File: src/rpc_pkg.sv
package rpc_pkg;

    // default store depth
    localparam int MaxElements = 1024;

    // result count width and saturation point
    localparam int             CountW   = 19;
    localparam logic [18:0]    CountMax = 19'h7FFFF;

    // controller states
    typedef enum logic [3:0] {
        S_LOAD,
        S_CHK,
        S_CNT_RD,
        S_CNT_EV,
        S_MRG_RD,
        S_MRG_EV,
        S_CPY_RD,
        S_CPY_WR,
        S_NEXT,
        S_OUT
    } t_state;

    // controller to datapath commands
    typedef struct packed {
        logic load;      // store incoming word
        logic init_sort; // width = 1, lo = 0
        logic init_run;  // set up bounds of one merge
        logic cnt_r;     // advance right pointer of count sweep
        logic cnt_i;     // close one left element, accumulate
        logic mrg_sel;   // read ports follow merge pointers
        logic mrg;       // emit one merged word into scratch
        logic cpy_init;  // k = lo
        logic cpy_step;  // scratch word back to store
        logic next;      // step to next run or next width
        logic clear;     // result taken, start over
    } t_cmd;

    // datapath to controller status
    typedef struct packed {
        logic run_go;    // lo + width < n
        logic adv;       // right pointer in run, left > twice right
        logic i_last;    // left pointer at last element of run
        logic k_last;    // output pointer at last element
    } t_stat;

endpackage

File: src/rpc_ctrl.sv
module rpc_ctrl (
    input  logic           i_clk,
    input  logic           i_rst_n,
    input  logic           i_start,
    input  logic           i_is_last,
    input  rpc_pkg::t_stat i_stat,
    output rpc_pkg::t_cmd  o_cmd,
    output logic           o_busy,
    output logic           o_done
);

    rpc_pkg::t_state r_state, n_state;

    always_ff @(posedge i_clk) begin
        if (!i_rst_n) begin
            r_state <= rpc_pkg::S_LOAD;
        end else begin
            r_state <= n_state;
        end
    end

    // next state
    always_comb begin
        n_state = r_state;
        case (r_state)
            rpc_pkg::S_LOAD: begin
                if (i_start && i_is_last) n_state = rpc_pkg::S_CHK;
            end
            rpc_pkg::S_CHK: begin
                n_state = i_stat.run_go ? rpc_pkg::S_CNT_RD : rpc_pkg::S_OUT;
            end
            rpc_pkg::S_CNT_RD: n_state = rpc_pkg::S_CNT_EV;
            rpc_pkg::S_CNT_EV: begin
                if (i_stat.adv)         n_state = rpc_pkg::S_CNT_RD;
                else if (i_stat.i_last) n_state = rpc_pkg::S_MRG_RD;
                else                    n_state = rpc_pkg::S_CNT_RD;
            end
            rpc_pkg::S_MRG_RD: n_state = rpc_pkg::S_MRG_EV;
            rpc_pkg::S_MRG_EV: begin
                n_state = i_stat.k_last ? rpc_pkg::S_CPY_RD : rpc_pkg::S_MRG_RD;
            end
            rpc_pkg::S_CPY_RD: n_state = rpc_pkg::S_CPY_WR;
            rpc_pkg::S_CPY_WR: begin
                n_state = i_stat.k_last ? rpc_pkg::S_NEXT : rpc_pkg::S_CPY_RD;
            end
            rpc_pkg::S_NEXT:   n_state = rpc_pkg::S_CHK;
            rpc_pkg::S_OUT:    n_state = rpc_pkg::S_LOAD;
            default:           n_state = rpc_pkg::S_LOAD;
        endcase
    end

    // outputs
    always_comb begin
        o_cmd  = '0;
        o_busy = 1'b1;
        o_done = 1'b0;
        case (r_state)
            rpc_pkg::S_LOAD: begin
                o_busy         = 1'b0;
                o_cmd.load     = i_start;
                o_cmd.init_sort = i_start && i_is_last;
            end
            rpc_pkg::S_CHK:    o_cmd.init_run = i_stat.run_go;
            rpc_pkg::S_CNT_RD: ;
            rpc_pkg::S_CNT_EV: begin
                o_cmd.cnt_r = i_stat.adv;
                o_cmd.cnt_i = !i_stat.adv;
            end
            rpc_pkg::S_MRG_RD: o_cmd.mrg_sel = 1'b1;
            rpc_pkg::S_MRG_EV: begin
                o_cmd.mrg      = 1'b1;
                o_cmd.cpy_init = i_stat.k_last;
            end
            rpc_pkg::S_CPY_RD: ;
            rpc_pkg::S_CPY_WR: o_cmd.cpy_step = 1'b1;
            rpc_pkg::S_NEXT:   o_cmd.next = 1'b1;
            rpc_pkg::S_OUT: begin
                o_done      = 1'b1;
                o_cmd.clear = 1'b1;
            end
            default: ;
        endcase
    end

endmodule

File: config.mk
export PLATFORM = sky130hd
export DESIGN_NAME = rpc_ctrl
export DESIGN_NICKNAME = d
export VERILOG_FILES = /design/src/rpc_pkg.sv /design/src/rpc_ctrl.sv
export SDC_FILE = /design/constraint.sdc
export NUM_CORES = 1
export LEC_CHECK = 0
export BUFFER_PORTS_ARGS = -buffer_cell sky130_fd_sc_hd__buf_2
export CORE_AREA = 5 5 42 44
export CTS_BUF_LIST = sky130_fd_sc_hd__clkbuf_8
export DETAILED_ROUTE_END_ITERATION = 10
export DIE_AREA = 0 0 47 49
export PLACE_DENSITY = 0.62
export SYNTH_ARGS = -nofsm -noshare
export SYNTH_HDL_FRONTEND = slang
export SYNTH_SLANG_ARGS = --single-unit
File: constraint.sdc
create_clock -name i_clk -period 1.4 [get_ports i_clk]
set_input_delay 0.21 -clock i_clk [delete_from_list [all_inputs] [get_ports i_clk]]
set_output_delay 0.21 -clock i_clk [all_outputs]
set_load 0.01 [all_outputs]
==> report_table.html <==
<table>
<tr><th>Metric</th><th>Value</th></tr>
<tr><th colspan="2">Status</th></tr>
<tr><td>Result of the run</td><td>complete, but fails checks</td></tr>
<tr><td>Violations in the final reports</td><td>setup timing</td></tr>
<tr><th colspan="2">STA</th></tr>
<tr><td>Fraction of the cycle the final worst path needs</td><td>114%</td></tr>
<tr><td>Pins over their slew limit</td><td>0</td></tr>
<tr><td>Final Setup Violations</td><td>9</td></tr>
<tr><td>RSZ-0062 raised after global routing</td><td>true</td></tr>
<tr><td>Transition time at the pin with the least slew margin</td><td>0.291 ns</td></tr>
<tr><td>Worst clock skew on the final layout</td><td>0.00419 ns</td></tr>
<tr><td>Least setup slack across all paths after layout</td><td>-0.190 ns</td></tr>
<tr><td>TNS Setup</td><td>-0.680 ns</td></tr>
<tr><td>Number of hold violations in the final report</td><td>0</td></tr>
<tr><td>Post-route minimum period</td><td>1.59 ns</td></tr>
<tr><td>Timing-limited maximum frequency</td><td>629 MHz</td></tr>
<tr><td>Remaining max-slew budget at the tightest pin</td><td>80.6%</td></tr>
<tr><th colspan="2">Yosys</th></tr>
<tr><td>Mean instance size in the synthesized netlist</td><td>7.69 sq um</td></tr>
<tr><td>Library cells used by synthesis</td><td>26</td></tr>
<tr><td>Yosys top cell by area</td><td>sky130_fd_sc_hd__dfxtp_1</td></tr>
<tr><td>Top-area cell type share of the netlist area</td><td>21.7%</td></tr>
<tr><td>Post-synthesis sequential element count</td><td>4</td></tr>
<tr><td>Count of synthesis-stage warnings from yosys</td><td>0</td></tr>
<tr><td>Register area share after synthesis</td><td>21.7%</td></tr>
<tr><td>Number of cells produced by synthesis</td><td>48</td></tr>
<tr><td>Largest cells by area after synthesis</td><td>sky130_fd_sc_hd__dfxtp_1 (22%), sky130_fd_sc_hd__nor2_1 (7.1%), sky130_fd_sc_hd__buf_6 (6.1%)</td></tr>
<tr><td>Post-synthesis net count</td><td>56</td></tr>
<tr><td>Syn Std Cell Area</td><td>369 sq um</td></tr>
<tr><th colspan="2">Clock network</th></tr>
<tr><td>Number of buffers inserted for hold repair after clock tree synthesis</td><td>0</td></tr>
<tr><td>Clock network latency to the later pin of the worst-skew pair</td><td>0.22 ns</td></tr>
<tr><td>CTS H-tree depth</td><td>1</td></tr>
<tr><td>Clock sinks</td><td>4</td></tr>
<tr><td>Max Buffers Root-to-Sink</td><td>2</td></tr>
<tr><td>Clock-pin slew reported for the worst setup and hold paths after clock tree synthesis</td><td>0.03 ns</td></tr>
<tr><td>Num CTS Buffers</td><td>3</td></tr>
<tr><td>Clock root buffer</td><td>sky130_fd_sc_hd__clkbuf_8</td></tr>
<tr><td>TritonCTS clock tree</td><td>built</td></tr>
<tr><th colspan="2">Pwr</th></tr>
<tr><td>Worst VDD drop</td><td>0.749 mV</td></tr>
<tr><td>Ratio of total power to cell area</td><td>686 mW/mm^2</td></tr>
<tr><td>Leak</td><td>0.000353 uW</td></tr>
<tr><th colspan="2">Drt</th></tr>
<tr><td>Via count</td><td>485</td></tr>
<tr><td>Post-DR wirelength/cell</td><td>11.8 um</td></tr>
<tr><td>Total DRC errors in the routed layout</td><td>0</td></tr>
<tr><td>Wire length on met3</td><td>57 um</td></tr>
<tr><td>Met1 routed wirelength after detailed routing</td><td>505 um</td></tr>
<tr><td>1st-pass router iterations</td><td>2</td></tr>
<tr><td>Antenna-violating nets left</td><td>0</td></tr>
<tr><td>DRT iter0 DRCs</td><td>1</td></tr>
<tr><td>Wirelength, routed</td><td>1.19 mm</td></tr>
<tr><td>Wire length on met2</td><td>606 um</td></tr>
<tr><td>Top metal layer carrying routed signals</td><td>met4</td></tr>
<tr><td>Via-to-Cell Ratio</td><td>4.80</td></tr>
<tr><th colspan="2">Hold path</th></tr>
<tr><td>Hold Crit Depth</td><td>3</td></tr>
<tr><td>Worst min path class</td><td>in -&gt; reg</td></tr>
<tr><td>Min-delay src</td><td>i_rst_n</td></tr>
<tr><th colspan="2">Critical path</th></tr>
<tr><td>Worst setup path endpoint</td><td>o_cmd[9]</td></tr>
<tr><td>Slowest cell on the critical path</td><td>sky130_fd_sc_hd__or4_4</td></tr>
<tr><td>Data required time of the critical path</td><td>1.19 ns</td></tr>
<tr><td>Launching element of the worst setup path</td><td>r_state[2]$_SDFFE_PN0P_</td></tr>
<tr><td>Nature of the critical path startpoint</td><td>register</td></tr>
<tr><td>Worst setup path class</td><td>reg -&gt; out</td></tr>
<tr><td>Delay of the slowest cell on the worst path</td><td>0.53 ns</td></tr>
<tr><td>Number of cells on the worst reg-to-reg path</td><td>5</td></tr>
<tr><td>Setup slack of the worst register-to-register path</td><td>-0.06 ns</td></tr>
<tr><td>Maximum fanout along the worst path</td><td>3</td></tr>
<tr><td>Source of the worst register-to-register timing path</td><td>r_state[2]$_SDFFE_PN0P_</td></tr>
<tr><td>Cell Chain, Critical Path</td><td>or4_4 &gt; and2b_2 &gt; buf_6</td></tr>
<tr><td>Arr. time, crit path</td><td>1.38 ns</td></tr>
<tr><td>Terminus of the critical flop-to-flop path</td><td>r_state[1]$_SDFFE_PN0P_</td></tr>
<tr><td>Kind of capture point of the worst setup path</td><td>primary output</td></tr>
<tr><th colspan="2">Floorplanning</th></tr>
<tr><td>Die Footprint</td><td>0.00230 sq mm</td></tr>
<tr><td>Core region area</td><td>0.00140 sq mm</td></tr>
<tr><td>Vertical die dimension</td><td>49 um</td></tr>
<tr><td>Boundary pin count</td><td>21</td></tr>
<tr><td>Die width</td><td>47 um</td></tr>
<tr><td>Initial standard-cell utilization of the core</td><td>26.3%</td></tr>
<tr><td>Number of core rows</td><td>14</td></tr>
<tr><th colspan="2">Cells and area</th></tr>
<tr><td>Most common library cell in the layout ignoring fill and taps</td><td>sky130_fd_sc_hd__buf_2</td></tr>
<tr><td>Most flop-heavy register</td><td>r_state</td></tr>
<tr><td>Top Registers</td><td>r_state x4</td></tr>
<tr><td>Area delta synth-&gt;final</td><td>108%</td></tr>
<tr><td>Number of antenna diodes</td><td>0</td></tr>
<tr><td>Util after Layout</td><td>54.7%</td></tr>
<tr><td>Most frequent cells in the layout</td><td>sky130_fd_sc_hd__buf_2 (17), sky130_fd_sc_hd__buf_4 (13), sky130_fd_sc_hd__buf_6 (7)</td></tr>
<tr><td>Layout cell share with drive strength beyond 1</td><td>72.9%</td></tr>
<tr><td>Net count reported at finish</td><td>95</td></tr>
<tr><td>Largest register FFs</td><td>4</td></tr>
<tr><th colspan="2">Global routing</th></tr>
<tr><td>Maximum number of pins on one net before global-route repair</td><td>14</td></tr>
<tr><td>First-pass GRT wire length</td><td>1.95 mm</td></tr>
<tr><td>Number of global-route vias before repair</td><td>454</td></tr>
<tr><td>Initial antenna violation count</td><td>0</td></tr>
<tr><td>Overall global routing resource usage</td><td>11.3%</td></tr>
<tr><td>Total congestion overflow after global routing</td><td>0</td></tr>
<tr><th colspan="2">Job</th></tr>
<tr><td>Max-capacitance violation count</td><td>0</td></tr>
<tr><th colspan="2">Place</th></tr>
<tr><td>Post-detail-place hpwl</td><td>815 um</td></tr>
<tr><td>Final weighted congestion of routability-driven global placement</td><td>0.773</td></tr>
<tr><td>Count of buffers from port buffering</td><td>20</td></tr>
</table>
## per-stage QoR
stage	std cells	hold slack (ns)	cell area [sq um]	power [uW]	setup slack, ns
finish	101	0.259	767	526	-0.190
global route	101	0.270	767	558	-0.229
CTS	95	0.250	662	504	-0.197
detailed placement	87	0.493	510	228	0.0142
global placement	87	0.486	510	226	-0.00477
floorplan	48	0.345	375	185	0.0132
## power by group
| group | leakage (uW) | internal [uW] | total, uW | switching [uW] |
|---|---|---|---|---|
| combinational | 0.000297 | 88.3 | 158 | 70.2 |
| sequential | 0.0000346 | 120 | 126 | 6.34 |
| clock | 0.0000216 | 183 | 241 | 58.3 |
## critical path: cells and delay by family (launching register included)
kind	cells	cell delay, ns
AND/OR/NAND/NOR	2	0.76
flip-flops	1	0.31
buffers and inverters	1	0.09
## worst min-delay path by stage
stage,end
CTS,r_state[0]$_SDFFE_PN0P_
finish,r_state[0]$_SDFFE_PN0P_
global route,r_state[3]$_SDFFE_PN0P_
global placement,r_state[0]$_SDFFE_PN0P_
detailed placement,r_state[0]$_SDFFE_PN0P_
floorplan,r_state[0]$_SDFFE_PN0P_
## area by class of cell
class                   count  area (sq um)
clock buffers               3          41.3
well taps                  16          20.0
inverters                   3          17.5
flip-flops and latches      4          87.6
repair buffers             38           277
fillers                   130           634
multi-input cells          37           324
## synth_stat cells (all sizes together)
library cell,number
nor2,7
and2,4
buf,4
dfxtp,4
inv,3
nor3,3
o21ai,3
a32oi,2
and2b,2
nand3,2
nor4,2
a2111oi,1
a21oi,1
and3,1
and4b,1
mux2i,1
nand2,1
nand2b,1
nand3b,1
nor2b,1
o21bai,1
or3,1
or4,1
## cells by family after synthesis
group / synth area share (%)
flip-flops: 21.7
buffers and inverters: 13.2
multiplexers: 2.71
AO/OA/AOI/OAI: 16.6
AND/OR/NAND/NOR: 45.8
## repair_timing
action                                  4_1_cts  5_1_grt
setup buffers                                 5        6
pin swaps                                     7        5
endpoints found under the setup margin       11       16
gates resized for setup                      19       13
## metal layers
layer | track usage (%) | up-vias
met3 | 2.21 | 4
li1 | - | 248
met2 | 17.2 | 10
met5 | 0 | -
met4 | 6.91 | 0
met1 | 14.0 | 223
No activity file was read; power rests on OpenSTA's default activity.
